## src/sv/fsts_pkg.sv

```systemverilog
// Shared types and constants for the force servo translation step block.
// Depends on nothing; every other file of the block imports it.
`timescale 1ns / 1ps
`default_nettype none
package fsts_pkg;

  // Fixed-point formats
  localparam int unsigned FORCE_W   = 32;  // signed Q16.16
  localparam int unsigned STIFF_W   = 31;  // unsigned Q15.16
  localparam int unsigned LEN_W     = 32;  // signed Q8.24
  localparam int unsigned DAMP_W    = 17;  // unsigned Q1.16
  localparam int unsigned STEP_W    = 32;
  localparam int unsigned IVL_W     = 16;
  localparam int unsigned ERR_W     = FORCE_W + 1;
  localparam int unsigned QUO_W     = 31;  // quotients at or above 2^31 saturate
  localparam int unsigned FRAC_SH   = 24;  // Q16.16 / Q16.16 -> Q8.24

  localparam logic [DAMP_W-1:0] ONE_Q16         = 17'd65536;
  localparam logic [15:0]       NINE_TENTHS_Q16 = 16'd58982;

  localparam logic [DAMP_W-1:0] DAMP_RESET     = 17'd6554;
  localparam logic [30:0]       MAX_STEP_RESET = 31'd16777;
  localparam logic [IVL_W-1:0]  IVL_RESET      = 16'd1;

  // Configuration register indexes
  localparam int unsigned CFG_IDX_W = 8;
  localparam logic [CFG_IDX_W-1:0] CFG_TARGET_X = 8'd0;
  localparam logic [CFG_IDX_W-1:0] CFG_TARGET_Y = 8'd1;
  localparam logic [CFG_IDX_W-1:0] CFG_TARGET_Z = 8'd2;
  localparam logic [CFG_IDX_W-1:0] CFG_DAMPING  = 8'd3;
  localparam logic [CFG_IDX_W-1:0] CFG_MAX_STEP = 8'd4;
  localparam logic [CFG_IDX_W-1:0] CFG_INTERVAL = 8'd5;

  typedef struct packed {
    logic        [31:0] step_number;
    logic signed [31:0] measured_force_x;
    logic signed [31:0] measured_force_y;
    logic signed [31:0] measured_force_z;
    logic        [30:0] stiffness_in_x;
    logic        [30:0] stiffness_in_y;
    logic        [30:0] stiffness_in_z;
    logic signed [31:0] position_x;
    logic signed [31:0] position_y;
    logic signed [31:0] position_z;
  } fsts_in_t;

  typedef struct packed {
    logic signed [31:0] new_position_x;
    logic signed [31:0] new_position_y;
    logic signed [31:0] new_position_z;
    logic signed [31:0] applied_move_x;
    logic signed [31:0] applied_move_y;
    logic signed [31:0] applied_move_z;
  } fsts_out_t;

  // Control shared by all three axis lanes
  typedef struct packed {
    logic              start;     // begin one item
    logic              load;      // refresh held stiffness from the item
    logic [DAMP_W-1:0] weight;    // 1 - damping, Q1.16
    logic [30:0]       max_step;  // unsigned Q7.24
  } fsts_lane_ctl_t;

endpackage
`default_nettype wire

```

## src/sv/fsts_lane.sv

```systemverilog
// One axis lane: force error, serial divide by stiffness, clamp, filter, position update.
// Depends on fsts_pkg. Holds the axis stiffness and filtered translation state.
`timescale 1ns / 1ps
`default_nettype none
module fsts_lane
  import fsts_pkg::*;
(
  input  wire logic                      clk,
  input  wire logic                      rst,
  input  wire fsts_lane_ctl_t            ctl,
  input  wire logic signed [FORCE_W-1:0] measured_force,
  input  wire logic signed [FORCE_W-1:0] target_force,
  input  wire logic        [STIFF_W-1:0] stiffness_in,
  input  wire logic signed [LEN_W-1:0]   position,
  output logic                           done,
  output logic signed [LEN_W-1:0]        new_position,
  output logic signed [LEN_W-1:0]        applied_move
);

  localparam int unsigned CNT_W = $clog2(QUO_W);
  localparam int unsigned PMV_W = DAMP_W + 1 + LEN_W;  // 50
  localparam int unsigned PPV_W = LEN_W + 17;          // 49
  localparam int unsigned SUM_W = PMV_W + 1;           // 51
  localparam int unsigned SHR_W = SUM_W - 16;          // 35

  typedef enum logic [5:0] {
    L_IDLE = 6'b000001,
    L_DIV  = 6'b000010,
    L_SEL  = 6'b000100,
    L_MUL  = 6'b001000,
    L_SUM  = 6'b010000,
    L_POS  = 6'b100000
  } lane_state_t;

  lane_state_t state;
  logic [CNT_W-1:0]   cnt;
  logic [STIFF_W-1:0] held_stiffness;
  logic [STIFF_W-1:0] k_use;
  logic [STIFF_W-1:0] dsr;
  logic [QUO_W-1:0]   dvd;
  logic [QUO_W-1:0]   rem;
  logic [QUO_W-1:0]   quo;
  logic [QUO_W:0]     rem_sh;
  logic               ge;
  logic signed [ERR_W-1:0] err;
  logic [ERR_W-1:0]   mag;
  logic               neg;
  logic               err_zero;
  logic               sat_mode;
  logic [30:0]        mag_sel;
  logic signed [LEN_W-1:0] mv;
  logic signed [PMV_W-1:0] p_mv;
  logic signed [PPV_W-1:0] p_prev;
  logic signed [SUM_W-1:0] sum;
  logic signed [SHR_W-1:0] shr;
  logic signed [LEN_W:0]   psum;

  // Error and stiffness select at start
  always_comb begin
    err   = ERR_W'(measured_force) - ERR_W'(target_force);
    mag   = err[ERR_W-1] ? ERR_W'(-err) : ERR_W'(err);
    k_use = ctl.load ? stiffness_in : held_stiffness;
  end

  // One restoring divide step
  always_comb begin
    rem_sh = {rem, dvd[QUO_W-1]};
    ge     = rem_sh >= {1'b0, dsr};
  end

  // Clamp the magnitude; the sign is applied in L_SEL
  always_comb begin
    if (err_zero) begin
      mag_sel = '0;
    end else if (sat_mode || (quo > ctl.max_step)) begin
      mag_sel = ctl.max_step;
    end else begin
      mag_sel = quo;
    end
  end

  // Filter sum, floor by 2^16, and position sum
  always_comb begin
    sum  = SUM_W'(p_mv) + SUM_W'(p_prev);
    shr  = sum[SUM_W-1:16];
    psum = (LEN_W+1)'(position) + (LEN_W+1)'(applied_move);
  end

  // Sequencer and state
  always_ff @(posedge clk) begin
    if (rst) begin
      state          <= L_IDLE;
      done           <= 1'b0;
      cnt            <= '0;
      held_stiffness <= '0;
      applied_move   <= '0;
    end else begin
      done <= 1'b0;
      unique case (state)
        L_IDLE: begin
          if (ctl.start) begin
            held_stiffness <= k_use;
            cnt            <= '0;
            state          <= L_DIV;
          end
        end
        L_DIV: begin
          cnt <= cnt + 1'b1;
          if (cnt == CNT_W'(QUO_W - 1)) begin
            state <= L_SEL;
          end
        end
        L_SEL: state <= L_MUL;
        L_MUL: state <= L_SUM;
        L_SUM: begin
          if (shr > SHR_W'(signed'(32'sh7FFFFFFF))) begin
            applied_move <= 32'sh7FFFFFFF;
          end else if (shr < SHR_W'(signed'(-32'sh80000000))) begin
            applied_move <= -32'sh80000000;
          end else begin
            applied_move <= shr[LEN_W-1:0];
          end
          state <= L_POS;
        end
        L_POS: begin
          done  <= 1'b1;
          state <= L_IDLE;
        end
        default: state <= L_IDLE;
      endcase
    end
  end

  // Datapath registers
  always_ff @(posedge clk) begin
    unique case (state)
      L_IDLE: begin
        if (ctl.start) begin
          neg      <= err[ERR_W-1];
          err_zero <= (err == '0);
          // quotient of 2^31 or more always clamps to the cap
          sat_mode <= (k_use == '0) || ({7'b0, mag[ERR_W-1:7]} >= ERR_W'(k_use));
          dsr      <= k_use;
          rem      <= QUO_W'(mag[ERR_W-1:7]);
          dvd      <= {mag[6:0], {FRAC_SH{1'b0}}};
          quo      <= '0;
        end
      end
      L_DIV: begin
        if (!sat_mode) begin
          rem <= ge ? QUO_W'(rem_sh - {1'b0, dsr}) : rem_sh[QUO_W-1:0];
          quo <= {quo[QUO_W-2:0], ge};
        end
        dvd <= {dvd[QUO_W-2:0], 1'b0};
      end
      L_SEL: begin
        mv <= neg ? -LEN_W'({1'b0, mag_sel}) : LEN_W'({1'b0, mag_sel});
      end
      L_MUL: begin
        p_mv   <= PMV_W'($signed({1'b0, ctl.weight})) * PMV_W'(mv);
        p_prev <= PPV_W'(applied_move) * PPV_W'($signed({1'b0, NINE_TENTHS_Q16}));
      end
      L_POS: begin
        if (psum[LEN_W] != psum[LEN_W-1]) begin
          new_position <= psum[LEN_W] ? -32'sh80000000 : 32'sh7FFFFFFF;
        end else begin
          new_position <= psum[LEN_W-1:0];
        end
      end
      default: ;
    endcase
  end

endmodule
`default_nettype wire
```

## config.mk

```make
export PLATFORM = sky130hd
export DESIGN_NAME = fsts_lane
export DESIGN_NICKNAME = d
export VERILOG_FILES = /design/src/sv/fsts_pkg.sv /design/src/sv/fsts_lane.sv
export SDC_FILE = /design/constraint.sdc
export NUM_CORES = 2
export LEC_CHECK = 0
export ABC_AREA = 1
export BUFFER_PORTS_ARGS = -buffer_cell sky130_fd_sc_hd__buf_2
export CAP_MARGIN = 0
export CORE_UTILIZATION = 35
export CTS_BUF_LIST = sky130_fd_sc_hd__clkbuf_8
export DETAILED_ROUTE_END_ITERATION = 8
export HOLD_SLACK_MARGIN = 0.06
export PLACE_DENSITY_LB_ADDON = 0.1
export SLEW_MARGIN = 10
export SYNTH_ARGS = -nofsm -noshare
export SYNTH_HDL_FRONTEND = slang
export SYNTH_SLANG_ARGS = --single-unit
```

## constraint.sdc

```tcl
create_clock -name clk -period 6.84 [get_ports clk]
set_input_delay 1.368 -clock clk [delete_from_list [all_inputs] [get_ports clk]]
set_output_delay 1.368 -clock clk [all_outputs]
set_load 0.1 [all_outputs]
```

Word level (Yosys, flattened, before mapping)
Index checks and enable logic that the tools add are counted. Widths: inputs -> output; s select.

Logic and storage cells: 75. Flip-flop bits (word level): 364. Input port bits: 179. Output and inout bits: 65.

Mux-type cells: 24. Equal/unequal tests: 11. $lt $le $gt $ge: 5. Add/sub/neg operators: 7. Multiply operators: 2. Reduce and logical (&&, ||, !) cells: 9.

Operator list (number): $mux 31 (10); $pmux 31 s2 (3); $mux 32 (4); $add 50x49->51 (1); $mul 18x32->50 (1); $mul 32x16->48 const B (1); $gt 35x32->1 const B (1); $lt 35x32->1 const B (1); $add 32x32->33 (1); $logic_not 33->1 (1); $mux 33 (1); $neg 33->33 (1); $sub 32x32->33 (1); $ge 32x31->1 (1); $neg 31->32 (1); $ge 26x31->1 (1); $gt 31x31->1 (1); $logic_not 31->1 (1); $sub 31x31->31 (1); $pmux 6 s5 (1); $mux 6 (2); $pmux 5 s2 (1); $eq 6x1->1 const B (1); $eq 6x2->1 const B (1); other kinds (14) (19).

Logic depth before layout (Yosys ltp)
Depth after elaboration: 6. Gate-level depth with buffers: 30. Gate-level depth less buffers: 28.

Least setup slack after synthesis
OpenSTA, ideal clock, no wires.

Path kind: input-to-reg. From: input ctl[42] (netlist name). To: register p_mv[45] (data pin). Data required time: 6.581 ns. Setup slack: -0.135 ns. Arrival: 6.716 ns. Stages on the path: 24. Buffers on the path: 1. Path through: clkbuf_1 -> nand2_1 -> fa_1 -> inv_1 -> fa_1 -> inv_1 -> fa_1 -> inv_1 -> fa_1 -> fa_1 -> inv_1 -> fa_1 -> inv_1 -> ha_1 -> a21oi_1 -> inv_1 -> a31oi_1 -> nand2_1 -> a221oi_1 -> o21ai_0 -> nand3_1 -> nor2_1 -> nor2_1 -> xnor2_1.

Word-level cells in the longest chain between the ends: 1.

RTL lines: from (decl) (RTL line fsts_lane.sv:10) `input wire fsts_lane_ctl_t ctl,`; $mul 18x32->50 (RTL line fsts_lane.sv:160) `p_mv <= PMV_W'($signed({1'b0, ctl.weight})) * PMV_W'(mv);`; to (signal assigned) (RTL line fsts_lane.sv:160); to (decl) (RTL line fsts_lane.sv:52) `logic signed [PMV_W-1:0] p_mv;`.

No other way between the ends. A chain may end at the register's enable or synchronous reset.

Worst setup path in the final report
From: input ctl[45] (netlist name). To: register p_mv[49] (data pin).

The elaborated chain is that of the path after synthesis.

==> insert_results.sql <==
INSERT INTO impl_metrics (metric_group, metric, value, unit) VALUES
('place', 'place.detailed.hpwl', '138000', 'um'),
('yosys', 'synth_enable_flop_cells', '264', ''),
('run_status', 'outcome', 'finished, violations left', ''),
('yosys', 'synth_warnings', '0', ''),
('critical_path', 'cp-endpoint', 'p_mv[49]$_DFFE_PN_', ''),
('sta', 'slew_violations', '0', ''),
('critical_path', 'crit_required', '7.35', 'ns'),
('min_path', 'hold_path.class', 'reg2reg', ''),
('yosys', 'synth_largest_type_area_fraction', '27.0', '%'),
('yosys', 'synth_cell_type_count', '57', ''),
('sta', 'timing.final.crit_period', '6.57', 'ns'),
('grt', 'grt_pass1_vias', '47500', ''),
('final_layout', 'layout.core_utilization', '40.1', '%'),
('yosys', 'number_of_instances_in_the_synthesized_netlist', '6980', ''),
('place', 'dpl_cell_area', '60300', 'um2'),
('sta', 'minimum_hold_slack', '0.454', 'ns'),
('yosys', 'synthMostInstantiatedCell', 'sky130_fd_sc_hd__inv_1', ''),
('sta', 'worst_case_clock_skew', '0.0485', 'ns'),
('routing', 'antenna_left', '0', ''),
('routing', 'drc_errors', '44', ''),
('clocking', 'cts_hold_buf', '0', ''),
('power', 'powerDensity', '347', 'nW/um2'),
('routing', 'dr_total_vias', '45300', ''),
('clocking', 'cts-root-to-sink-buffers', '3', ''),
('sta', 'count_of_endpoints_failing_setup_in_the_final_report', '0', ''),
('routing', 'totalWireLength', '161000', 'um'),
('final_layout', 'drive_gt1_share', '10.7', '%'),
('routing', 'detailedRoute.firstIterationViolations', '2504', ''),
('routing', 'post_drt_via_cell_ratio', '4.73', ''),
('final_layout', 'ff_latch_area', '9430', 'um2'),
('run_status', 'failed_checks', 'design-rule violations', ''),
('yosys', 'synthesis.nets', '8389', ''),
('final_layout', 'design_area', '61900', 'um2'),
('yosys', 'synthArstFlopShare', '0', '%'),
('place', 'routabilityCongestion', '0.904', ''),
('sta', 'timing.setup.tns', '0', 'ns'),
('yosys', 'syn-mean-instance-area', '7.80', 'um2'),
('routing', 'drt_pass1_iterations', '9', ''),
('floorplanning', 'fp.coreArea', '154000', 'um2'),
('floorplanning', 'die_width', '396', 'um'),
('critical_path', 'critical_path_class', 'in2reg', ''),
('critical_path', 'worst-r2r-setup-slack', '0.36', 'ns'),
('clocking', 'clock_latency', '0.77', 'ns'),
('place', 'portBuffers', '243', ''),
('sta', 'worst-slew-pin-transition', '1.22', 'ns'),
('critical_path', 'reg2reg_from', 'mv[12]$_DFFE_PP_', ''),
('power', 'leakage', '32.6', 'nW'),
('critical_path', 'crit_chain', 'buf_2, buf_12, buf_4, nand2_1, fa_1, inv_1, fa_1, fa_1, fa_1, fa_1, inv_1, fa_1, inv_1, ha_1, nand2_1, nor2_1, inv_1, o21a_1, o21ai_0, a21oi_1, o31ai_1, buf_4, a21oi_1, xor2_1', ''),
('final_layout', 'instances_no_fill', '9574', ''),
('yosys', 'synthSimpleGateAreaFrac', '17.4', '%'),
('grt', 'grt_antenna_before_repair', '1', ''),
('sta', 'hold_viol', '0', ''),
('yosys', 'ys_top_cells_by_area', 'sky130_fd_sc_hd__fa_1 (27%), sky130_fd_sc_hd__edfxtp_1 (15%), sky130_fd_sc_hd__inv_1 (12%)', ''),
('floorplanning', 'rows', '144', ''),
('yosys', 'synthesized_area_fraction_occupied_by_ao_oa_aoi_and_oai_cells', '9.32', '%'),
('critical_path', 'critical_path.startpoint_type', 'primary input', ''),
('power', 'irDropWorstVdd', '0.000447', 'V'),
('yosys', 'synth_top_cell_by_area', 'sky130_fd_sc_hd__fa_1', ''),
('power', 'p_total', '21.5', 'mW'),
('yosys', 'synthesis.area', '54400', 'um2'),
('floorplanning', 'top_level_ports', '244', ''),
('critical_path', 'critical_path.slowest_cell', 'sky130_fd_sc_hd__fa_1', ''),
('clocking', 'cts_made_buffers', '72', ''),
('sta', 'setup_repair_after_global_routing_missed_its_margin', 'false', ''),
('floorplanning', 'dieArea', '157000', 'um2'),
('final_layout', 'area_growth_synth_to_finish', '13.7', '%'),
('floorplanning', 'start_util', '35.3', '%'),
('critical_path', 'worst-r2r-cell-count', '22', ''),
('run', 'maxCapViolations', '0', ''),
('clocking', 'cts_tree', 'built', ''),
('yosys', 'synth_adder_area_share', '38.4', '%');
[layout by cell type, fill, tap and decap left out, types with 11 or more instances in the layout]
master	Yosys	final
sky130_fd_sc_hd__a211oi_1	13	13
sky130_fd_sc_hd__a21boi_0	12	12
sky130_fd_sc_hd__a21o_1	32	32
sky130_fd_sc_hd__a21oi_1	395	393
sky130_fd_sc_hd__a31oi_1	67	67
sky130_fd_sc_hd__buf_12	0	14
sky130_fd_sc_hd__buf_2	21	240
sky130_fd_sc_hd__buf_4	5	349
sky130_fd_sc_hd__clkbuf_8	0	78
sky130_fd_sc_hd__clkinv_2	0	12
sky130_fd_sc_hd__dfxtp_1	75	75
sky130_fd_sc_hd__edfxtp_1	264	264
sky130_fd_sc_hd__fa_1	734	734
sky130_fd_sc_hd__ha_1	496	496
sky130_fd_sc_hd__inv_1	1726	1746
sky130_fd_sc_hd__nand2_1	1495	1495
sky130_fd_sc_hd__nand2_2	11	11
sky130_fd_sc_hd__nand3_1	190	189
sky130_fd_sc_hd__nand3b_1	11	11
sky130_fd_sc_hd__nand4_1	62	62
sky130_fd_sc_hd__nor2_1	428	427
sky130_fd_sc_hd__nor2_2	16	16
sky130_fd_sc_hd__nor3_1	34	33
sky130_fd_sc_hd__nor4_1	23	21
sky130_fd_sc_hd__o211ai_1	20	20
sky130_fd_sc_hd__o21a_1	22	22
sky130_fd_sc_hd__o21ai_0	293	289
sky130_fd_sc_hd__o21ai_1	15	17
sky130_fd_sc_hd__o21bai_1	14	14
sky130_fd_sc_hd__or2_2	34	34
sky130_fd_sc_hd__xnor2_1	97	97
sky130_fd_sc_hd__xor2_1	153	153
[power by group]
group	leakage (nW)	total, mW	internal, mW	switching [mW]
logic	28.6	16.2	7.52	8.69
registers	3.14	2.96	2.91	0.0515
clock network	0.842	2.32	1.23	1.09
total	32.6	21.5	11.7	9.83
[layout make-up]
class | instances | area share, %
Multi-Input combinational cell | 4723 | 61.1
Sequential cell | 339 | 15.2
Inverter | 1728 | 10.5
Timing Repair Buffer | 606 | 6.67
Tap cell | 2044 | 4.13
Clock buffer | 78 | 1.74
Clock inverter | 53 | 0.649
Antenna cell | 3 | 0.0121
[what timing repair did]
item,CTS,global route
setup endpoints to repair,0,8
hold endpoints to repair,0,0
resized for setup,0,8
buffers inserted,0,3
[per-layer routing]
layer | wire length [um] | share of wire [%] | vias to the layer above | GRT usage (%)
met5 | 0 | 0 | - | 0
met4 | 2160 | 1.3 | 0 | 3.55
met1 | 75600 | 47 | 21900 | 28.8
li1 | - | - | 22500 | -
met3 | 6060 | 3.8 | 123 | 2.21
met2 | 77200 | 48 | 765 | 35.8
[flip-flops by register name, summed over array words and instances, names as in the netlist, 7 cells and up]
register and flops:
p_mv 49, p_prev 48, applied_move 32, mv 32, new_position 32, dsr 31
held_stiffness 31, quo 31, rem 31, dvd 7
[worst min path at each step]
stage	start	end	cells past startpoint
finish	held_stiffness[26]$_SDFFE_PP0P_	held_stiffness[26]$_SDFFE_PP0P_	2
CTS	held_stiffness[26]$_SDFFE_PP0P_	held_stiffness[26]$_SDFFE_PP0P_	2
global route	held_stiffness[26]$_SDFFE_PP0P_	held_stiffness[26]$_SDFFE_PP0P_	2
detailed placement	held_stiffness[26]$_SDFFE_PP0P_	held_stiffness[26]$_SDFFE_PP0P_	2
floorplan	held_stiffness[26]$_SDFFE_PP0P_	held_stiffness[26]$_SDFFE_PP0P_	2
global placement	held_stiffness[26]$_SDFFE_PP0P_	held_stiffness[26]$_SDFFE_PP0P_	2
[cell families after synthesis]
| kind of cell | after synthesis |
|---|---|
| AO/OA/AOI/OAI | 916 |
| buffers and inverters | 1918 |
| XOR/XNOR | 255 |
| adder cells (fa/ha/maj) | 1230 |
| flip-flops | 339 |
| AND/OR/NAND/NOR | 2322 |
[worst max-delay path, delay by kind of cell]
kind | cells | cell delay, ns
compound gates | 5 | 0.62
xor+xnor | 1 | 0.16
fa+ha+maj | 7 | 3.39
buf+inv | 8 | 1.11
simple gates | 3 | 0.42
Note: power is estimated with default switching activity, not from simulation.
