`src/sv/fsts_pkg.sv`:
```
// Shared types and constants for the force servo translation step block.
// Depends on nothing; every other file of the block imports it.
`timescale 1ns / 1ps
`default_nettype none
package fsts_pkg;

  // Fixed-point formats
  localparam int unsigned FORCE_W   = 32;  // signed Q16.16
  localparam int unsigned STIFF_W   = 31;  // unsigned Q15.16
  localparam int unsigned LEN_W     = 32;  // signed Q8.24
  localparam int unsigned DAMP_W    = 17;  // unsigned Q1.16
  localparam int unsigned STEP_W    = 32;
  localparam int unsigned IVL_W     = 16;
  localparam int unsigned ERR_W     = FORCE_W + 1;
  localparam int unsigned QUO_W     = 31;  // quotients at or above 2^31 saturate
  localparam int unsigned FRAC_SH   = 24;  // Q16.16 / Q16.16 -> Q8.24

  localparam logic [DAMP_W-1:0] ONE_Q16         = 17'd65536;
  localparam logic [15:0]       NINE_TENTHS_Q16 = 16'd58982;

  localparam logic [DAMP_W-1:0] DAMP_RESET     = 17'd6554;
  localparam logic [30:0]       MAX_STEP_RESET = 31'd16777;
  localparam logic [IVL_W-1:0]  IVL_RESET      = 16'd1;

  // Configuration register indexes
  localparam int unsigned CFG_IDX_W = 8;
  localparam logic [CFG_IDX_W-1:0] CFG_TARGET_X = 8'd0;
  localparam logic [CFG_IDX_W-1:0] CFG_TARGET_Y = 8'd1;
  localparam logic [CFG_IDX_W-1:0] CFG_TARGET_Z = 8'd2;
  localparam logic [CFG_IDX_W-1:0] CFG_DAMPING  = 8'd3;
  localparam logic [CFG_IDX_W-1:0] CFG_MAX_STEP = 8'd4;
  localparam logic [CFG_IDX_W-1:0] CFG_INTERVAL = 8'd5;

  typedef struct packed {
    logic        [31:0] step_number;
    logic signed [31:0] measured_force_x;
    logic signed [31:0] measured_force_y;
    logic signed [31:0] measured_force_z;
    logic        [30:0] stiffness_in_x;
    logic        [30:0] stiffness_in_y;
    logic        [30:0] stiffness_in_z;
    logic signed [31:0] position_x;
    logic signed [31:0] position_y;
    logic signed [31:0] position_z;
  } fsts_in_t;

  typedef struct packed {
    logic signed [31:0] new_position_x;
    logic signed [31:0] new_position_y;
    logic signed [31:0] new_position_z;
    logic signed [31:0] applied_move_x;
    logic signed [31:0] applied_move_y;
    logic signed [31:0] applied_move_z;
  } fsts_out_t;

  // Control shared by all three axis lanes
  typedef struct packed {
    logic              start;     // begin one item
    logic              load;      // refresh held stiffness from the item
    logic [DAMP_W-1:0] weight;    // 1 - damping, Q1.16
    logic [30:0]       max_step;  // unsigned Q7.24
  } fsts_lane_ctl_t;

endpackage
`default_nettype wire

```
`src/sv/fsts_mod.sv`:
```
// Serial remainder unit: tests whether the step number is a multiple of the interval.
// Depends on fsts_pkg. One quotient bit per cycle.
`timescale 1ns / 1ps
`default_nettype none
module fsts_mod
  import fsts_pkg::*;
(
  input  wire logic              clk,
  input  wire logic              rst,
  input  wire logic              start,
  input  wire logic [STEP_W-1:0] dividend,
  input  wire logic [IVL_W-1:0]  divisor,
  output logic                   done,
  output logic                   is_zero
);

  localparam int unsigned CNT_W = $clog2(STEP_W);

  logic              busy;
  logic [CNT_W-1:0]  cnt;
  logic [STEP_W-1:0] dvd;
  logic [IVL_W-1:0]  dsr;
  logic [IVL_W-1:0]  rem;
  logic [IVL_W-1:0]  rem_next;
  logic [IVL_W:0]    rem_sh;
  logic              ge;

  // One restoring step
  always_comb begin
    rem_sh   = {rem, dvd[STEP_W-1]};
    ge       = rem_sh >= {1'b0, dsr};
    rem_next = ge ? IVL_W'(rem_sh - {1'b0, dsr}) : rem_sh[IVL_W-1:0];
  end

  // Sequence control
  always_ff @(posedge clk) begin
    if (rst) begin
      busy <= 1'b0;
      done <= 1'b0;
      cnt  <= '0;
    end else begin
      done <= 1'b0;
      if (start) begin
        busy <= 1'b1;
        cnt  <= '0;
      end else if (busy) begin
        cnt <= cnt + 1'b1;
        if (cnt == CNT_W'(STEP_W - 1)) begin
          busy <= 1'b0;
          done <= 1'b1;
        end
      end
    end
  end

  // Datapath
  always_ff @(posedge clk) begin
    if (start) begin
      dvd <= dividend;
      dsr <= divisor;
      rem <= '0;
    end else if (busy) begin
      dvd <= {dvd[STEP_W-2:0], 1'b0};
      rem <= rem_next;
      if (cnt == CNT_W'(STEP_W - 1)) begin
        is_zero <= (rem_next == '0);
      end
    end
  end

endmodule
`default_nettype wire

```
`config.mk`:
```
export PLATFORM = sky130hd
export DESIGN_NAME = fsts_mod
export DESIGN_NICKNAME = d
export VERILOG_FILES = /design/src/sv/fsts_pkg.sv /design/src/sv/fsts_mod.sv
export SDC_FILE = /design/constraint.sdc
export NUM_CORES = 1
export LEC_CHECK = 0
export ABC_AREA = 1
export BUFFER_PORTS_ARGS = -buffer_cell sky130_fd_sc_hd__buf_2
export CORE_UTILIZATION = 63
export DETAILED_ROUTE_END_ITERATION = 8
export GPL_TIMING_DRIVEN = 1
export PLACE_DENSITY_LB_ADDON = 0.2
export SYNTH_ARGS = -nofsm -noshare
export SYNTH_HDL_FRONTEND = slang
export SYNTH_SLANG_ARGS = --single-unit
```
`constraint.sdc`:
```
create_clock -name clk -period 5.6 [get_ports clk]
set_input_delay 0.28 -clock clk [delete_from_list [all_inputs] [get_ports clk]]
set_output_delay 0.28 -clock clk [all_outputs]
set_load 0.01 [all_outputs]
```
# --- Yosys cells after proc, flatten, opt, wreduce, memory -nomap -nowiden ---
# Index checks and enable logic that the tools add are counted.
op_classes:
  add_sub_neg: 2
  magnitude_cmp: 1
  n_eq_ne: 1
  muxes: 7
  n_bitwise: 2
  reduce_logical: 5
ops:
  columns: ["op", "count"]
  rows:
  - ["two-way mux 32 bit", 2]
  - ["greater-or-equal comparator 17 x 16 -> 1 bit", 1]
  - ["zero test 16 bit", 1]
  - ["two-way mux 16 bit", 1]
  - ["subtractor 16 bit", 1]
  - ["adder 5 x 1 -> 5 bit, second input constant", 1]
  - ["== test 5 bit, second input constant", 1]
  - ["two-way mux 1 bit", 4]
  - ["AND reduction 3 bit", 1]
  - ["OR reduction 3 bit", 1]
  - ["NOT 1 bit", 2]
  - ["nonzero test 2 bit", 1]
  - ["OR reduction 2 bit", 1]
totals:
  reg_bits: 72
  in_bits: 51
  out_inout_bits: 2
  word_cells: 25

# --- Depth between registers and ports, before layout ---
# Gate-level depths: netlist (run 1).
depth:
  ltp_word: 4
  mapped_depth: 19
  depth_no_buf: 19

# --- Worst setup path before layout (run 1) ---
# OpenSTA, ideal clock, no wires.
synth_timing:
  path_type: "reg-to-reg"
  start: "register dvd[31]"
  end: "register is_zero (data pin)"
  arrival_ns: 1.773
  required_ns: 5.349
  slack_ns: 3.576
  path_stages_with_launch: 19
  synth_period_minus_slack_ns: 2.024
  path_cell_list: "edfxtp_1 -> inv_1 -> ha_1 -> inv_1 -> fa_1 -> nand2_1 -> nand2_1 -> nand3_1 -> nand2_1 -> nand2_1 -> nand3_1 -> nand2_1 -> nand2_1 -> nand2_1 -> inv_1 -> nand2_1 -> nor2_1 -> nand2_1 -> nor2_1"
synth_between:
  elab_chain_cells: 3
  word_cells_on_any_way: 4
  cone_classes: "add/sub (1); order compare (1); mux (1); reduce/logical (1)"
synth_rtl:
  columns: ["item", "line", "source"]
  rows:
  - ["start, declared", "fsts_mod.sv:21", "logic [STEP_W-1:0] dvd;"]
  - ["start signal, assigned", "fsts_mod.sv:59", "dvd <= dividend;"]
  - ["start signal, assigned", "fsts_mod.sv:63", "dvd <= {dvd[STEP_W-2:0], 1'b0};"]
  - ["subtractor 16 bit / greater-or-equal comparator 17 x 16 -> 1 bit (equally long branches)", "fsts_mod.sv:32, fsts_mod.sv:31", null]
  - ["two-way mux 16 bit (*)", "fsts_mod.sv:32", "rem_next = ge ? IVL_W'(rem_sh - {1'b0, dsr}) : rem_sh[IVL_W-1:0];"]
  - ["zero test 16 bit (*)", "fsts_mod.sv:66", "is_zero <= (rem_next == '0);"]
  - ["end signal, assigned", "fsts_mod.sv:66", null]
  - ["end, declared", "fsts_mod.sv:14", "output logic is_zero"]
# Mark *: on every way between the ends. The rest lies on a longest branch, timed or not.
# A chain may end at the register's enable or synchronous reset.

# --- Worst setup path after layout (run 1) ---
layout_timing:
  start: "register dsr[11]"
  end: "register is_zero (data pin)"
layout_between:
  elab_chain_cells: 3
  word_cells_on_any_way: 4
  cone_classes: "add/sub (1); order compare (1); mux (1); reduce/logical (1)"
layout_rtl:
  columns: ["item", "line", "source"]
  rows:
  - ["start, declared", "fsts_mod.sv:22", "logic [IVL_W-1:0] dsr;"]
  - ["start signal, assigned", "fsts_mod.sv:60", "dsr <= divisor;"]
  - ["subtractor 16 bit / greater-or-equal comparator 17 x 16 -> 1 bit (equally long branches)", "fsts_mod.sv:32, fsts_mod.sv:31", null]
  - ["two-way mux 16 bit (*)", "fsts_mod.sv:32", null]
  - ["zero test 16 bit (*)", "fsts_mod.sv:66", null]
# Marked as above.

==> qor_table.md, run 1 <==
| Step | Parameter | This run |
| --- | --- | --- |
| outcome | Outcome | finished clean |
| route | Routed vias | 3617 |
| timing | Worst Slack Setup Final | 2880 ps |
| global route | Pin count of the biggest net entering global routing | 54 |
| cells and area | Top library cells by usage in the layout, fill and taps aside | 236 x sky130_fd_sc_hd__nand2_1, 81 x sky130_fd_sc_hd__inv_1, 52 x sky130_fd_sc_hd__buf_2 |
| route | Remaining number of nets flagged by the antenna check after routing | 0 |
| critical path | Arrival time worst endpoint | 2920 ps |
| critical path | Critical Path RT | 5800 ps |
| timing | Shortest period the worst path allows | 2720 ps |
| clocking | Clock transition time at the flip-flop clock pins of the worst setup and hold paths | 70 ps |
| cells and area | Most common library cell in the layout ignoring fill and taps | sky130_fd_sc_hd__nand2_1 |
| yosys | Post-Syn Nets | 618 |
| power | Total net switching power | 0.286 mW |
| cells and area | Number of nets at the end of the flow | 670 |
| yosys | Yosys Warn Count | 0 |
| timing | Setup_tns | 0 ps |
| power | Peak ir drop on the vdd network | 0.000250 V |
| die | Die Footprint | 6870 sq um |
| die | Number of top-level pins | 53 |
| route | Post-detailed-route wirelength per cell | 12.7 um |
| clocking | Sink Count | 72 |
| power | Gate power share | 0.122 |
| power | Reported leakage power | 2.38 nW |
| timing | Worst setup skew after layout | 9.08 ps |
| yosys | Count of distinct cell types in the synthesized netlist | 33 |
| global route | Number of global-route vias before repair | 3494 |
| yosys | Proportion of synthesized flip-flops having asynchronous set or reset | 0 |
| flow run | Max-cap violations | 0 |
| clocking | CTS tree | built |
| clocking | Number of buffers inserted by post-CTS setup repair | 0 |
| route | Final wirelength | 8670 um |
| clocking | Cells resized by post-CTS repair | 0 |
| die | Die Ht | 82.9 um |
| timing | Setup violation total in the final timing report | 0 |
| worst hold path | Min-delay worst type | primary input to flip-flop |
| die | Number of rows in the core area | 29 |
| power | Part of the total power dissipated in the clock network | 0.334 |
| yosys | Area share of the leading cell type in the synthesized netlist | 0.357 |
| route | Post-route DRC violation count | 0 |
| placed design | Worst slack at placement | 2980 ps |
| route | Initial DRT Pass Iterations | 5 |
| timing | Final Hold Violating Endpoints | 0 |
| global route | Wire length of the first global-routing pass | 14800 um |
| cells and area | Layout cells sized above 1 | 0.144 |
| timing | Period utilisation layout | 0.487 |
| clocking | Maximum number of buffers from clock root to sink | 2 |
| clocking | Insertion delay to the later sink of the worst-skew pair | 340 ps |
| route | Vias per cell | 5.30 |
| yosys | Average size of a mapped cell | 7.52 sq um |
| clocking | Number of levels in the clock H-tree | 3 |
| power | Int Pwr | 0.859 mW |
| yosys | Number of synthesized flops with an enable pin | 49 |
| yosys | Seq/Total Area, Yosys | 0.469 |
| cells and area | Area growth syn-to-layout | 11.9% |
| yosys | Cells taking the most area after synthesis | sky130_fd_sc_hd__edfxtp_1 36%, sky130_fd_sc_hd__nand2_1 22%, sky130_fd_sc_hd__dfxtp_1 11% |
| yosys | Commonest register cell after synthesis | sky130_fd_sc_hd__edfxtp_1 |
| clocking | Cts bufs inserted | 9 |
| yosys | Count of mapped cells out of synthesis | 548 |
| placed design | Buffers on Ports | 52 |
| yosys | Flip-flop and latch count after synthesis | 72 |
| power | Switching portion of total power | 0.250 |
| timing | Slew at the pin with the worst max-slew slack | 984 ps |
| yosys | Post-synthesis instance area | 4120 sq um |
| placed design | Detailed placer's ending HPWL | 6380 um |
| timing | Worst rel slew slack | 0.341 |
| die | Width of the chip | 82.9 um |
| critical path | Worst Setup End Kind | flip-flop |
| critical path | Crit-path max FO | 21 |
| global route | Number of antenna violations at the first check in global routing | 0 |
| global route | Total global routing track utilization | 0.269 |
| route | Initial drt markers | 273 |
| timing | F_max | 367 MHz |
| die | Area of the core | 6310 sq um |
| power | Areal power density over the cells | 248 nW/um^2 |
| power | Share of total power in sequential cells | 0.544 |
| timing | Final count of pins violating max slew | 0 |
| placed design | Final RePlAce weighted congestion | 0.988 |
| critical path | Sort of element at the start of the critical path | flip-flop |
| placed design | Total placed instance area | 4420 sq um |
| cells and area | Finished layout cell area | 4610 sq um |
| cells and area | N_diodes | 0 |
| global route | Total gr overflow | 0 |
| timing | RSZ-0062 raised after global routing | no |
| die | Effective utilization at floorplan | 0.652 |
| clocking | CTS Hold Bufs | 0 |
| yosys | Most area-hungry cell type in the Yosys netlist | sky130_fd_sc_hd__edfxtp_1 |
| critical path | Kind of critical path | flip-flop to flip-flop |
| clocking | Root Buffer Master | sky130_fd_sc_hd__clkbuf_8 |
-- worst paths after layout --
kind | end | slack (ps) | cells past startpoint | startpoint
worst max-delay path | is_zero$_DFFE_PP_ | 2880 | 15 | dsr[11]$_DFFE_PP_
worst max register to register | is_zero$_DFFE_PP_ | 2880 | 15 | dsr[11]$_DFFE_PP_
worst min register to register | cnt[4]$_SDFFE_PP0P_ | 480 | 2 | cnt[4]$_SDFFE_PP0P_
worst min-delay path | dsr[7]$_DFFE_PP_ | 110 | 1 | divisor[7]
-- cell families after synthesis --
kind of cell,share of synthesized area
fa+ha+maj,0.0595
compound gates,0.0434
buf+inv,0.0926
xor+xnor,0.0128
flops,0.469
simple gates,0.323
-- layer usage --
| metal | vias to the layer above | routed length, um | track usage |
|---|---|---|---|
| met5 | - | 0 | 0 |
| met1 | 1649 | 3900 | 0.341 |
| li1 | 1814 | - | - |
| met4 | 0 | 336 | 0.135 |
| met2 | 122 | 3940 | 0.431 |
| met3 | 32 | 497 | 0.0636 |
-- synthesized netlist by cell type, types with 3 or more instances --
cell type                    n
sky130_fd_sc_hd__nand2_2     8
sky130_fd_sc_hd__nand4_1     3
sky130_fd_sc_hd__nand3_1    26
sky130_fd_sc_hd__edfxtp_1   49
sky130_fd_sc_hd__o21ai_0    14
sky130_fd_sc_hd__xnor2_1     3
sky130_fd_sc_hd__nand2_1   236
sky130_fd_sc_hd__nor3_1      8
sky130_fd_sc_hd__inv_1      81
sky130_fd_sc_hd__clkbuf_1    8
sky130_fd_sc_hd__dfxtp_1    23
sky130_fd_sc_hd__xor2_1      3
sky130_fd_sc_hd__o21ai_1     4
sky130_fd_sc_hd__nor2_1     25
sky130_fd_sc_hd__ha_1       18
sky130_fd_sc_hd__a21oi_1    12
sky130_fd_sc_hd__inv_2       3
-- critical path, stage by stage (launching register included) --
cell and delay [ps]:
sky130_fd_sc_hd__edfxtp_1 330, sky130_fd_sc_hd__inv_1 40, sky130_fd_sc_hd__ha_1 370, sky130_fd_sc_hd__nand2_2 130, sky130_fd_sc_hd__inv_1 50, sky130_fd_sc_hd__nand2_1 80, sky130_fd_sc_hd__nand2_1 80, sky130_fd_sc_hd__nand2_1 60
sky130_fd_sc_hd__nand2_1 60, sky130_fd_sc_hd__nor2_2 360, sky130_fd_sc_hd__nand2_2 320, sky130_fd_sc_hd__o21ai_1 270, sky130_fd_sc_hd__nand2_1 90, sky130_fd_sc_hd__nor2_1 160, sky130_fd_sc_hd__nand2_1 70, sky130_fd_sc_hd__nor2_1 110
-- power by group through the flow --
stage / sequential [mW] / clock (mW) / combinational, mW
after floorplan: 0.630 / 0 / 0.0934
after global placement: 0.632 / 0 / 0.135
after detailed placement: 0.634 / 0 / 0.137
after CTS: 0.623 / 0.387 / 0.139
after global routing: 0.626 / 0.406 / 0.159
final: 0.622 / 0.382 / 0.140
-- flip-flops by register name, summed over array words and instances (netlist names) --
| name | count |
|---|---|
| cnt | 5 |
| rem | 16 |
| done | 1 |
| dsr | 16 |
| dvd | 32 |
| is_zero | 1 |
| busy | 1 |
-- area by class of cell --
type / count / area [sq um]
inverters: 84 / 315
clock buffers: 14 / 173
multi-input cells: 379 / 1810
repair buffers: 54 / 275
well taps: 77 / 96.3
flip-flops and latches: 72 / 1930
clock inverters: 2 / 12.5
fillers: 507 / 1700
-- through the flow --
stage / util / instances / power [mW] / hold slack, ps
global route: 0.730 / 682 / 1.19 / 94.0
finish: 0.730 / 682 / 1.14 / 110
floorplan: - / 548 / 0.723 / 357
global placement: 0.701 / 666 / 0.767 / 456
detailed placement: 0.701 / 666 / 0.771 / 458
CTS: 0.730 / 682 / 1.15 / 92.6
Power figures use the tool's default switching activity.
==> inputs of run 2 (changes only) <==
- CORE_UTILIZATION: 63 -> 58
- clock period: 5.6 -> 2.55 ns (I/O delays scaled with it)
==> run 2 against run 1 <==
Compared with the run above:
- cell count grew 5.6%
- core utilization is 2.4 points lower
- setup slack got worse by 2600 ps
- combinational power up 130%
- register-to-register slack lost 2600 ps
- clock power increased by 120%
- count of clock-buffer cells in the layout is 5 lower
- cell area increased by 4.6%
- global-route usage decreased by 0.97 points
- sequential share of layout area shrank 1.9 points
- routed wire length down 0.25%
- hold slack worse by 69 ps
- largest cell class unchanged
- largest power group unchanged
==> qor_table.md, run 2 (synthesis results as in run 1) <==
| Step | Parameter | This run | Change |
| --- | --- | --- | --- |
| clocking | Maximum number of buffers from clock root to sink | 2 | unchanged |
| route | Initial drt markers | 192 | -30% |
| critical path | Kind of critical path | flip-flop to flip-flop |  |
| power | Areal power density over the cells | 529 nW/um^2 | +110% |
| global route | Total global routing track utilization | 0.259 | -0.00971 |
| cells and area | Layout cells sized above 1 | 0.139 | -0.00438 |
| clocking | Cts bufs inserted | 9 | unchanged |
| placed design | Buffers on Ports | 52 | unchanged |
| timing | RSZ-0062 raised after global routing | no |  |
| critical path | Startpoint of the most critical setup path | dvd[31]$_DFFE_PP_ |  |
| placed design | Total placed instance area | 4460 sq um | +0.88% |
| power | Gate power share | 0.129 | +0.007 |
| global route | Total gr overflow | 0 | unchanged |
| timing | Worst hold margin | 40.6 ps | -69.4 ps |
| timing | Final count of pins violating max slew | 0 | unchanged |
| die | Number of rows in the core area | 30 | +3.4% |
| critical path | Worst reg2reg path endpoint | is_zero$_DFFE_PP_ |  |
| clocking | Clock transition time at the flip-flop clock pins of the worst setup and hold paths | 70 ps | about the same |
| placed design | Detailed placer's ending HPWL | 6380 um | -0.13% |
| global route | Number of global-route vias before repair | 3415 | -2.3% |
| timing | Setup violation total in the final timing report | 0 | unchanged |
| power | Total net switching power | 0.639 mW | +120% |
| clocking | Sink Count | 72 | unchanged |
| cells and area | Most common library cell in the layout ignoring fill and taps | sky130_fd_sc_hd__nand2_1 |  |
| timing | Period utilisation layout | 0.907 | +0.420 |
| die | Die Footprint | 7440 sq um | +8.4% |
| power | Share of total power in sequential cells | 0.535 | -0.009 |
| placed design | Final RePlAce weighted congestion | 0.976 | -1.2% |
| global route | Number of antenna violations at the first check in global routing | 0 | unchanged |
| route | Vias per cell | 4.98 | -6.1% |
| power | Switching portion of total power | 0.251 | +0.000557 |
| cells and area | Top library cells by usage in the layout, fill and taps aside | 236 x sky130_fd_sc_hd__nand2_1, 81 x sky130_fd_sc_hd__inv_1, 52 x sky130_fd_sc_hd__buf_2 |  |
| critical path | Worst Reg-to-Reg Cells | 17 | +2 |
| cells and area | Registers with the highest flip-flop counts | dvd: 32 flops, dsr: 16 flops, rem: 16 flops |  |
| die | Die Ht | 86.3 um | +4.1% |
| outcome | Outcome | finished clean |  |
| power | Int Pwr | 1.91 mW | +120% |
| die | Width of the chip | 86.3 um | +4.1% |
| power | Post-layout total power | 2.55 mW | +120% |
| cells and area | Number of flip-flops under the largest register name | 32 | unchanged |
| critical path | Worst Setup End Kind | flip-flop |  |
| clocking | Number of buffers inserted by post-CTS setup repair | 0 | unchanged |
| timing | Worst setup skew after layout | 12.6 ps | +3.53 ps |
| clocking | CTS tree | built |  |
| critical path | Reg2Reg Launch Point | dvd[31]$_DFFE_PP_ |  |
| die | Number of top-level pins | 53 | unchanged |
| cells and area | N_diodes | 0 | unchanged |
| cells and area | Area growth syn-to-layout | 17.1% |  |
| power | Part of the total power dissipated in the clock network | 0.336 | +0.002 |
| clocking | Insertion delay to the later sink of the worst-skew pair | 340 ps | about the same |
| global route | Wire length of the first global-routing pass | 14900 um | +0.79% |
| cells and area | Register with the most flip-flops | dvd |  |
| placed design | Worst slack at placement | 183 ps | -2800 ps |
| worst hold path | Hold path cells | 3 | +2 |
| timing | Slew at the pin with the worst max-slew slack | 982 ps | -2.43 ps |
| timing | Shortest period the worst path allows | 2310 ps | -413 ps |
| timing | F_max | 433 MHz | +18% |
| clocking | Number of levels in the clock H-tree | 3 | unchanged |
| route | Initial DRT Pass Iterations | 5 | unchanged |
| flow run | Max-cap violations | 0 | unchanged |
| worst hold path | Min-delay worst type | primary input to flip-flop |  |
| die | Effective utilization at floorplan | 0.603 | -0.0495 |
| power | Peak ir drop on the vdd network | 0.000468 V | +87% |
| critical path | Critical Path RT | 2750 ps | -3050 ps |
| critical path | Crit-path max FO | 4 | -81% |
| die | Area of the core | 6830 sq um | +8.2% |
| route | Routed vias | 3587 | -0.83% |
| timing | Setup_tns | 0 ps | unchanged |
| global route | Pin count of the biggest net entering global routing | 40 | -26% |
| critical path | Slack of the worst reg-to-reg path | 240 ps | -2640 ps |
| route | Final wirelength | 8650 um | -0.25% |
| route | Post-detailed-route wirelength per cell | 12.0 um | -5.5% |
| cells and area | Utilization after layout | 0.706 | -0.0240 |
| cells and area | Number of nets at the end of the flow | 689 | +2.8% |
| timing | Worst Slack Setup Final | 238 ps | -2640 ps |
| route | Post-route DRC violation count | 0 | unchanged |
| placed design | Number of instances in the placed design | 687 | +3.2% |
| route | Remaining number of nets flagged by the antenna check after routing | 0 | unchanged |
| cells and area | Non-filler cells in the finished layout | 720 | +5.6% |
| cells and area | Finished layout cell area | 4820 sq um | +4.6% |
| critical path | Sort of element at the start of the critical path | flip-flop |  |
| clocking | Root Buffer Master | sky130_fd_sc_hd__clkbuf_8 |  |
| timing | Worst rel slew slack | 0.343 | +0.00163 |
| power | Reported leakage power | 2.46 nW | +3.2% |
| critical path | Arrival time worst endpoint | 2510 ps | -410 ps |
| critical path | End point of the critical path | is_zero$_DFFE_PP_ |  |
| timing | Final Hold Violating Endpoints | 0 | unchanged |
## run 2: cell types whose count changed in the layout (fill, tap and decap cells not counted), moves of 2 or more
cell                            before  now
sky130_fd_sc_hd__dlygate4sd3_1       0   17
sky130_fd_sc_hd__clkinv_1            0    4
sky130_fd_sc_hd__clkbuf_8           12    9
sky130_fd_sc_hd__buf_4               2    4
sky130_fd_sc_hd__clkbuf_1            2    0
## run 2: final cells by class
type,instances,area (sq um)
fill,577,2010
clock buffer,9,124
tap,96,120
timing repair buffer,73,460
multi-input combinational,379,1810
clock inverter,7,61.3
sequential,72,1930
inverter,84,315
## run 2: power groups by stage
stage / Sequential (mW) / Clock (mW) / Combinational (mW)
after floorplan: 1.38 / 0 / 0.205
after global placement: 1.39 / 0 / 0.298
after detailed placement: 1.39 / 0 / 0.304
after CTS: 1.36 / 0.880 / 0.327
after global routing: 1.37 / 0.926 / 0.371
final: 1.36 / 0.858 / 0.328
## run 2: worst max-delay path: stages, from the launching register on
cell and delay (ps):
sky130_fd_sc_hd__edfxtp_1 390, sky130_fd_sc_hd__inv_1 80, sky130_fd_sc_hd__ha_1 140, sky130_fd_sc_hd__inv_1 90
sky130_fd_sc_hd__fa_1 420, sky130_fd_sc_hd__nand2_1 90, sky130_fd_sc_hd__nand2_1 70, sky130_fd_sc_hd__nand2_1 160
sky130_fd_sc_hd__inv_1 60, sky130_fd_sc_hd__nand2_1 70, sky130_fd_sc_hd__nand3_1 60, sky130_fd_sc_hd__nand2_1 60
sky130_fd_sc_hd__nand2_1 60, sky130_fd_sc_hd__nand2_1 80, sky130_fd_sc_hd__nand4_1 90, sky130_fd_sc_hd__nor2_1 100
sky130_fd_sc_hd__nand2_1 50, sky130_fd_sc_hd__nor2_1 90
## run 2: worst min-delay path by stage
stage                      endpoint  slack (ps)   startpoint
2_1_floorplan       done$_SDFF_PP0_         200          rst
3_3_place_gp       dsr[1]$_DFFE_PP_         300   divisor[1]
3_5_place_dp       dsr[7]$_DFFE_PP_         310   divisor[7]
4_1_cts        dvd[0]$_SDFFCE_PN0P_          20  dividend[0]
5_1_grt        dvd[0]$_SDFFCE_PN0P_          30  dividend[0]
6_report       dvd[0]$_SDFFCE_PN0P_          40  dividend[0]
## run 2: repair_timing
action | CTS | global route
hold buffers | 17 | 0
gates resized for setup | 0 | 1
endpoints found under the hold margin | 18 | 0
setup endpoints to repair | 0 | 1
## run 2: routing by layer
layer  global-route usage  wire length (um)
met1                0.330              3930
met2                0.428              4040
met3               0.0533               469
met4                0.115               214
met5                    0                 0
